### src/rtl/core/skf_pkg.sv
package skf_pkg;

  // number formats
  localparam int FRACTION_BITS = 16;
  localparam int DATA_W        = 32;
  localparam int GAIN_BITS     = 16;
  localparam int GAIN_W        = GAIN_BITS + 1;
  localparam logic [GAIN_W-1:0] GAIN_ONE = GAIN_W'(1) << GAIN_BITS;

  // configuration port
  localparam int CFG_W     = 32;
  localparam int CFG_IDX_W = 1;
  localparam logic [CFG_IDX_W-1:0] REG_PROCESS_NOISE     = CFG_IDX_W'(0);
  localparam logic [CFG_IDX_W-1:0] REG_MEASUREMENT_NOISE = CFG_IDX_W'(1);
  localparam logic [DATA_W-1:0] PROCESS_NOISE_RESET     = DATA_W'(1) << FRACTION_BITS;
  localparam logic [DATA_W-1:0] MEASUREMENT_NOISE_RESET = DATA_W'(2) << FRACTION_BITS;

  // request kinds
  localparam logic KIND_SAMPLE = 1'b0;
  localparam logic KIND_CLEAR  = 1'b1;

  // shared unit widths
  localparam int DEN_W     = DATA_W + 1;
  localparam int REM_W     = DATA_W + 2;
  localparam int MUL_A_W   = DATA_W + 2;
  localparam int MUL_B_W   = GAIN_W + 1;
  localparam int PROD_W    = MUL_A_W + MUL_B_W;
  localparam int DIV_STEPS = GAIN_W;
  localparam int CNT_W     = $clog2(DIV_STEPS);

  typedef enum logic [2:0] {
    ST_IDLE,
    ST_PRED,
    ST_DEN,
    ST_DIV,
    ST_MUL_EST,
    ST_MUL_COV,
    ST_FIN
  } state_t;

  typedef enum logic [1:0] {
    UOP_NONE,
    UOP_DIV_INIT,
    UOP_DIV_STEP,
    UOP_MUL
  } uop_t;

  typedef struct packed {
    uop_t                       op;
    logic                       first;
    logic [DATA_W-1:0]          div_num;
    logic [DEN_W-1:0]           div_den;
    logic signed [MUL_A_W-1:0]  mul_a;
    logic signed [MUL_B_W-1:0]  mul_b;
  } unit_ctrl_t;

endpackage

### src/rtl/core/skf_in_if.sv
interface skf_in_if;
  import skf_pkg::*;

  logic                     valid;
  logic                     ready;
  logic                     kind;
  logic signed [DATA_W-1:0] measurement;

  modport source (output valid, kind, measurement, input ready);
  modport sink (input valid, kind, measurement, output ready);
endinterface

### src/rtl/core/skf_out_if.sv
interface skf_out_if;
  import skf_pkg::*;

  logic                     valid;
  logic                     ready;
  logic signed [DATA_W-1:0] estimate_out;
  logic [DATA_W-1:0]        covariance_out;
  logic [GAIN_W-1:0]        gain_out;

  modport source (output valid, estimate_out, covariance_out, gain_out, input ready);
  modport sink (input valid, estimate_out, covariance_out, gain_out, output ready);
endinterface

### src/rtl/core/scalar_kalman_filter.sv
// channel   | dir | payload                                       | handshake
// samples   | in  | kind, measurement                             | valid/ready
// results   | out | estimate_out, covariance_out, gain_out        | valid/ready
// config    | in  | cfg_wr_en, cfg_index, cfg_wdata               | write enable
//
// a sample request runs ST_PRED, ST_DEN, ST_DIV, ST_MUL_EST, ST_MUL_COV, ST_FIN;
// a clear goes straight to ST_FIN; ST_DIV runs the 17-step restoring gain divider
// ready returns with the result, so a new request can be taken at once
// rst is synchronous; it zeroes estimate and covariance and reloads the noise registers
// a waiting result holds the block in its final step until results.ready
module scalar_kalman_filter
  import skf_pkg::*;
(
  input  logic                 clk,
  input  logic                 rst,
  skf_in_if.sink               samples,
  skf_out_if.source            results,
  input  logic                 cfg_wr_en,
  input  logic [CFG_IDX_W-1:0] cfg_index,
  input  logic [CFG_W-1:0]     cfg_wdata
);

  state_t state, state_next;

  logic [DATA_W-1:0]         process_noise;
  logic [DATA_W-1:0]         measurement_noise;
  logic signed [DATA_W-1:0]  estimate;
  logic [DATA_W-1:0]         covariance;

  logic                      kind_r;
  logic signed [DATA_W-1:0]  meas_r;
  logic [DATA_W-1:0]         pred;
  logic signed [DATA_W:0]    innov;
  logic                      den_zero;
  logic [GAIN_W-1:0]         gain;
  logic [CNT_W-1:0]          cnt;

  logic                      out_valid;
  logic signed [DATA_W-1:0]  est_out_r;
  logic [DATA_W-1:0]         cov_out_r;
  logic [GAIN_W-1:0]         gain_out_r;

  unit_ctrl_t                ctrl;
  logic [GAIN_W-1:0]         quot;
  logic signed [PROD_W-1:0]  prod;

  logic                      in_fire;
  logic                      out_free;
  logic [DATA_W:0]           pred_sum;
  logic [DEN_W-1:0]          den_sum;
  logic [DATA_W-1:0]         prod_q;

  assign in_fire  = samples.valid && samples.ready;
  assign out_free = !out_valid || results.ready;
  assign pred_sum = {1'b0, covariance} + {1'b0, process_noise};
  assign den_sum  = {1'b0, pred} + {1'b0, measurement_noise};
  assign prod_q   = prod[GAIN_BITS+DATA_W-1:GAIN_BITS];

  assign samples.ready          = (state == ST_IDLE);
  assign results.valid          = out_valid;
  assign results.estimate_out   = est_out_r;
  assign results.covariance_out = cov_out_r;
  assign results.gain_out       = gain_out_r;

  skf_unit u_unit (
    .clk  (clk),
    .ctrl (ctrl),
    .quot (quot),
    .prod (prod)
  );

  // next state
  always_comb begin
    state_next = state;
    unique case (state)
      ST_IDLE:    if (in_fire) begin
                    state_next = (samples.kind == KIND_CLEAR) ? ST_FIN : ST_PRED;
                  end
      ST_PRED:    state_next = ST_DEN;
      ST_DEN:     state_next = ST_DIV;
      ST_DIV:     if (cnt == CNT_W'(DIV_STEPS - 1)) begin
                    state_next = ST_MUL_EST;
                  end
      ST_MUL_EST: state_next = ST_MUL_COV;
      ST_MUL_COV: state_next = ST_FIN;
      ST_FIN:     if (out_free) begin
                    state_next = ST_IDLE;
                  end
      default:    state_next = ST_IDLE;
    endcase
  end

  // shared unit control
  always_comb begin
    ctrl.op      = UOP_NONE;
    ctrl.first   = (cnt == '0);
    ctrl.div_num = pred;
    ctrl.div_den = den_sum;
    ctrl.mul_a   = MUL_A_W'(innov);
    ctrl.mul_b   = MUL_B_W'(den_zero ? '0 : quot);
    unique case (state)
      ST_DEN:     ctrl.op = UOP_DIV_INIT;
      ST_DIV:     ctrl.op = UOP_DIV_STEP;
      ST_MUL_EST: ctrl.op = UOP_MUL;
      ST_MUL_COV: begin
        ctrl.op    = UOP_MUL;
        ctrl.mul_a = $signed({2'b00, pred});
        ctrl.mul_b = $signed({1'b0, GAIN_ONE - gain});
      end
      ST_IDLE, ST_PRED, ST_FIN: ctrl.op = UOP_NONE;
      default:    ctrl.op = UOP_NONE;
    endcase
  end

  // control registers
  always_ff @(posedge clk) begin
    if (rst) begin
      state             <= ST_IDLE;
      out_valid         <= 1'b0;
      process_noise     <= PROCESS_NOISE_RESET;
      measurement_noise <= MEASUREMENT_NOISE_RESET;
      estimate          <= '0;
      covariance        <= '0;
    end else begin
      state <= state_next;
      if (cfg_wr_en) begin
        unique case (cfg_index)
          REG_PROCESS_NOISE:     process_noise     <= cfg_wdata[DATA_W-1:0];
          REG_MEASUREMENT_NOISE: measurement_noise <= cfg_wdata[DATA_W-1:0];
          default: begin
          end
        endcase
      end
      if (results.valid && results.ready) begin
        out_valid <= 1'b0;
      end
      // estimate moves by the gain-weighted innovation
      if (state == ST_MUL_COV) begin
        estimate <= estimate + $signed(prod_q);
      end
      // commit the item and present the result
      if (state == ST_FIN && out_free) begin
        out_valid <= 1'b1;
        if (kind_r == KIND_CLEAR) begin
          estimate   <= '0;
          covariance <= '0;
        end else begin
          covariance <= prod_q;
        end
      end
    end
  end

  // datapath registers
  always_ff @(posedge clk) begin
    if (in_fire) begin
      kind_r <= samples.kind;
      meas_r <= samples.measurement;
    end
    // saturating prediction and full-width innovation
    if (state == ST_PRED) begin
      pred  <= pred_sum[DATA_W] ? '1 : pred_sum[DATA_W-1:0];
      innov <= {meas_r[DATA_W-1], meas_r} - {estimate[DATA_W-1], estimate};
    end
    if (state == ST_DEN) begin
      den_zero <= (den_sum == '0);
      cnt      <= '0;
    end
    if (state == ST_DIV) begin
      cnt <= cnt + CNT_W'(1);
    end
    if (state == ST_MUL_EST) begin
      gain <= den_zero ? '0 : quot;
    end
    if (state == ST_FIN && out_free) begin
      if (kind_r == KIND_CLEAR) begin
        est_out_r  <= '0;
        cov_out_r  <= '0;
        gain_out_r <= '0;
      end else begin
        est_out_r  <= estimate;
        cov_out_r  <= prod_q;
        gain_out_r <= gain;
      end
    end
  end

endmodule

### src/rtl/core/skf_unit.sv
module skf_unit
  import skf_pkg::*;
(
  input  logic                      clk,
  input  unit_ctrl_t                ctrl,
  output logic [GAIN_W-1:0]         quot,
  output logic signed [PROD_W-1:0]  prod
);

  logic [REM_W-1:0] rem;
  logic [DEN_W-1:0] den;
  logic [REM_W-1:0] rem_sh;
  logic [REM_W-1:0] den_ext;
  logic             ge;

  // restoring division step: first step compares without shifting
  assign rem_sh  = ctrl.first ? rem : {rem[REM_W-2:0], 1'b0};
  assign den_ext = {1'b0, den};
  assign ge      = (rem_sh >= den_ext);

  // shared divider and multiplier registers
  always_ff @(posedge clk) begin
    unique case (ctrl.op)
      UOP_DIV_INIT: begin
        rem  <= REM_W'(ctrl.div_num);
        den  <= ctrl.div_den;
        quot <= '0;
      end
      UOP_DIV_STEP: begin
        rem  <= ge ? (rem_sh - den_ext) : rem_sh;
        quot <= {quot[GAIN_W-2:0], ge};
      end
      UOP_MUL: begin
        prod <= ctrl.mul_a * ctrl.mul_b;
      end
      UOP_NONE: begin
      end
      default: begin
      end
    endcase
  end

endmodule

### src/flat_wrapper.sv
// flat-port wrapper written by rule: the top's interface ports become plain ports
module scalar_kalman_filter_flat import skf_pkg::*;
  (clk, rst, cfg_wr_en, cfg_index, cfg_wdata, samples_valid, samples_kind, samples_measurement, samples_ready, results_valid, results_estimate_out, results_covariance_out, results_gain_out, results_ready);
  skf_in_if samples_i ();
  skf_out_if results_i ();
  input  logic clk;
  input  logic rst;
  input  logic cfg_wr_en;
  input  logic [CFG_IDX_W-1:0] cfg_index;
  input  logic [CFG_W-1:0] cfg_wdata;
  input wire logic [$bits(samples_i.valid)-1:0] samples_valid;
  input wire logic [$bits(samples_i.kind)-1:0] samples_kind;
  input wire logic [$bits(samples_i.measurement)-1:0] samples_measurement;
  output wire logic [$bits(samples_i.ready)-1:0] samples_ready;
  output wire logic [$bits(results_i.valid)-1:0] results_valid;
  output wire logic [$bits(results_i.estimate_out)-1:0] results_estimate_out;
  output wire logic [$bits(results_i.covariance_out)-1:0] results_covariance_out;
  output wire logic [$bits(results_i.gain_out)-1:0] results_gain_out;
  input wire logic [$bits(results_i.ready)-1:0] results_ready;
  assign samples_i.valid = samples_valid;
  assign samples_i.kind = samples_kind;
  assign samples_i.measurement = samples_measurement;
  assign samples_ready = samples_i.ready;
  assign results_valid = results_i.valid;
  assign results_estimate_out = results_i.estimate_out;
  assign results_covariance_out = results_i.covariance_out;
  assign results_gain_out = results_i.gain_out;
  assign results_i.ready = results_ready;
  scalar_kalman_filter u_core (.clk(clk), .rst(rst), .samples(samples_i), .results(results_i), .cfg_wr_en(cfg_wr_en), .cfg_index(cfg_index), .cfg_wdata(cfg_wdata));
endmodule
### config.mk
export PLATFORM = sky130hd
export DESIGN_NAME = scalar_kalman_filter_flat
export DESIGN_NICKNAME = d
export VERILOG_FILES = /design/src/rtl/core/skf_pkg.sv /design/src/rtl/core/skf_in_if.sv /design/src/rtl/core/skf_out_if.sv /design/src/rtl/core/scalar_kalman_filter.sv /design/src/rtl/core/skf_unit.sv /design/src/flat_wrapper.sv
export SDC_FILE = /design/constraint.sdc
export NUM_CORES = 2
export LEC_CHECK = 0
export ABC_AREA = 1
export BUFFER_PORTS_ARGS = -buffer_cell sky130_fd_sc_hd__buf_4
export CAP_MARGIN = 10
export CORE_UTILIZATION = 55
export DETAILED_ROUTE_END_ITERATION = 8
export PLACE_DENSITY = 0.72
export SETUP_SLACK_MARGIN = 0.3
export SYNTH_ARGS = -nofsm -noshare
export SYNTH_HDL_FRONTEND = slang
export SYNTH_SLANG_ARGS = --single-unit
### constraint.sdc
create_clock -name clk -period 8.7 [get_ports clk]
set_clock_uncertainty 0.05 [all_clocks]
set_input_delay 2.61 -clock clk [delete_from_list [all_inputs] [get_ports clk]]
set_output_delay 2.61 -clock clk [all_outputs]
set_load 0.01 [all_outputs]
==> key figures <==
Cells and area
  – FILL cells: 6993
  – Area grow syn2layout: 9.340%
  – FF/Latch Area: 12190 µm²
  – Final antenna diode count: 0
  – Layout cells sized above 1: 7.671%
  – Net count, final: 6267
  – Area of the multi-input gates: 27060 µm²
  – Final core utilization: 60.78%

Critical path
  – CP Buf/Inv Count: 6
  – Crit Reg-Reg Startpoint: u_core.state[2]
  – Worst reg2reg setup slack: 0.66 ns
  – R2R cell count: 27
  – Worst r2r dst: u_core.u_unit.prod[33]
  – CP peak stage delay: 0.54 ns
  – Crit. End Element: flop
  – Crit path DAT: 8.29 ns
  – Worst path slowest cell: fa_1
  – Type of origin of the critical path: flop
  – Crit-path most repeated cell: fa_1
  – Kind of critical path: reg2reg
  – Critical Path Fanout Max: 100
  – Critical Path RT: 8.95 ns
  – CP delay by family, top: adder cells

Place
  – Final estimated routing congestion in global placement: 0.9595
  – Port Buffer Count: 153
  – Post-DP HPWL: 102400 µm

Detailed routing
  – Vias: 35820
  – Via density: 5.523
  – Post-Route WL: 126000 µm
  – Drt wl/cell: 19.43 µm
  – Pre-antenna DRT Iters: 6
  – Antenna-violating nets left: 0
  – DR DRC count: 0
  – DRT iter0 DRCs: 3197

Worst hold path
  – Hold crit path type: reg2reg
  – Hold Startpoint: u_core.covariance[0]
  – Worst Hold End: u_core.covariance[0]
  – Worst hold stages: 2

Global route
  – First-pass GRT wire length: 197100 µm
  – Busiest grt layer: met2
  – Met1 Usage GRT: 43.79%
  – Initial antenna violation count: 1
  – Remaining Overflow, GRT: 0
  – GRT Resource Usage Total: 31.48%
  – Vias in the first global route: 35310
  – Largest net degree at the start of global routing: 101
  – Met2 usage: 49.12%
  – Met3 usage: 4.775%

Timing
  – Setup TNS Final: 0 ns
  – RSZ-0062 raised after global routing: true
  – Fin crit share: 92.40%
  – Worst Tran Pin Value: 1.178 ns
  – Max Clk Rate: 0.1244 GHz
  – Slew Limit Headroom: 21.37%
  – Min Clock Period, post-route: 8.039 ns
  – Final Hold Viols: 0
  – Final setup fails: 0
  – Final slew viol count: 0

Logic synthesis
  – Post-Syn Nets: 6134
  – Yosys top cell area share: 23.66%
  – Synth Flop Type: edfxtp_1
  – Yosys cell types: 62
  – Syn. warnings: 0
  – Mapped Cells: 5268
  – Most numerous cell in the Yosys netlist: inv_1
  – Synth area leader: fa_1
  – Post-synth ARST share: 0%
  – Post-synth EDFFs: 318
  – Avg Inst Size Synth: 8.336 µm²
  – Number of synthesized register bits: 450
  – Synth cell count leaders: inv_1, nand2_1, nor2_1
  – Synthesized cell area: 43910 µm²
  – Synth area leaders: fa_1, edfxtp_1, inv_1
  – Sequential fraction of the synthesis area: 27.76%

Die
  – I/O pins: 154
  – Die Area: 80980 µm²
  – Core area: 79000 µm²
  – Die width: 284.6 µm
  – # rows: 103
  – Die height: 284.6 µm
  – Initial Util: 55.59%

Clock tree
  – Worst-Skew Late Latency: 0.59 ns
  – CTS sink count: 450
  – Post-CTS Hold Buffers: 0
  – Num CTS Buffers: 45
  – TritonCTS clock tree: done
  – CTS clock-pin slew for the worst setup and hold paths: 0.06 ns
  – Root buf cell: clkbuf_16
  – Clk buf depth: 3
  – H-tree depth: 2

Run
  – Max-cap violations: 0

Outcome
  – Status: finished, final reports clean
==> stage by stage <==
stage                     cell area, µm²  cells  hold WS (ns)  setup WS, ns
final                              48010   6486        0.4298        0.6609
after global routing               48010   6486        0.4560        0.2897
after CTS                          47860   6478        0.4283        0.3258
after detailed placement           46390   6396        0.4186        0.3450
after global placement             46390   6396        0.4088        0.4653
after floorplan                    43910   5268        0.3829         1.576
==> placed cells by master, fill, tap and decap left out, drive strengths merged, types with 6 or more instances in the layout <==
master    netlist  layout
a21o           14      14
o211ai         22      22
a21oi         284     284
o221ai          6       6
edfxtp        318     318
clkinv          9      21
a31oi          22      22
a211oi         10      10
inv          1083    1083
xor2           89      89
fa            519     519
o21bai         15      15
o21a           11      11
nand2         936     936
o31ai           6       6
a21boi         18      18
o22ai          19      19
nand4          29      29
nand3          98      98
ha            276     276
nor3           25      25
clkbuf        126      59
xnor2          72      72
nor2          725     725
nand3b         10      10
dfxtp         132     132
clkinvlp        0      10
or2            31      31
nor4           10      10
o21ai         304     304
buf            28     240
==> area by class of cell <==
type                       count  share of cell area [%]
inverter                    1092                   8.618
multi-input combinational   3572                   56.36
timing repair buffer         240                   3.846
tap                         1050                   2.736
clock inverter                23                  0.3309
sequential                   450                   25.39
clock buffer                  59                   2.721
==> registers in the layout, indices dropped and copies added (netlist names), 17 cells and up <==
register,flops
u_core.covariance,32
u_core.estimate,32
u_core.gain,17
u_core.innov,33
u_core.meas_r,32
u_core.measurement_noise,32
u_core.pred,32
u_core.process_noise,32
u_core.results.covariance_out,32
u_core.results.estimate_out,32
u_core.results.gain_out,17
u_core.u_unit.den,33
u_core.u_unit.prod,32
u_core.u_unit.quot,17
u_core.u_unit.rem,34
==> logic make-up after synthesis <==
kind of cell,synth area share (%)
AO/OA/AOI/OAI,9.747
AND/OR/NAND/NOR,16.98
adder cells (fa/ha/maj),31.52
buffers and inverters,10.77
flip-flops,27.76
XOR/XNOR,3.211
==> what timing repair did <==
| item | 4_1_cts | 5_1_grt |
|---|---|---|
| resized for setup | 0 | 21 |
| setup endpoints to repair | 0 | 25 |
| setup buffers | 0 | 8 |
==> layer usage <==
metal / up-vias / routed length, µm
li1: 16660 / -
met1: 17380 / 53500
met2: 1486 / 56220
met3: 299 / 10120
met4: 0 / 6201
met5: - / 0
==> worst reg2reg max path: stages, from the launching register on <==
cell and delay, ns:
dfxtp_1 0.49, inv_1 0.19, nor2_4 0.15, clkinv_2 0.14, buf_12 0.25, o21ai_1 0.47, inv_1 0.38, nor2_1 0.24
fa_1 0.43, inv_1 0.08, fa_1 0.45, fa_1 0.51, fa_1 0.54, inv_1 0.05, fa_1 0.47, fa_1 0.39
ha_1 0.41, a21oi_1 0.19, nand2_1 0.07, nor2_1 0.33, o21ai_0 0.20, a31oi_1 0.25, o21ai_0 0.19, nand2_1 0.10
nand2_1 0.15, a21oi_1 0.29, o21ai_0 0.14, xor2_1 0.16
==> worst max-delay path by stage <==
stage | startpoint | cells after the start | slack, ns | to
4_1_cts | u_core.state[2] | 28 | 0.33 | u_core.u_unit.prod[33]
3_5_place_dp | u_core.state[2] | 31 | 0.35 | u_core.u_unit.prod[45]
6_report | u_core.state[2] | 27 | 0.66 | u_core.u_unit.prod[33]
2_1_floorplan | u_core.gain[0] | 38 | 1.58 | u_core.u_unit.prod[44]
3_3_place_gp | u_core.state[2] | 28 | 0.47 | u_core.u_unit.prod[33]
5_1_grt | u_core.gain[0] | 37 | 0.29 | u_core.u_unit.prod[44]
Power is not shown: default switching activity piles up to over one toggle a cycle in this logic, so the estimate is an artifact.
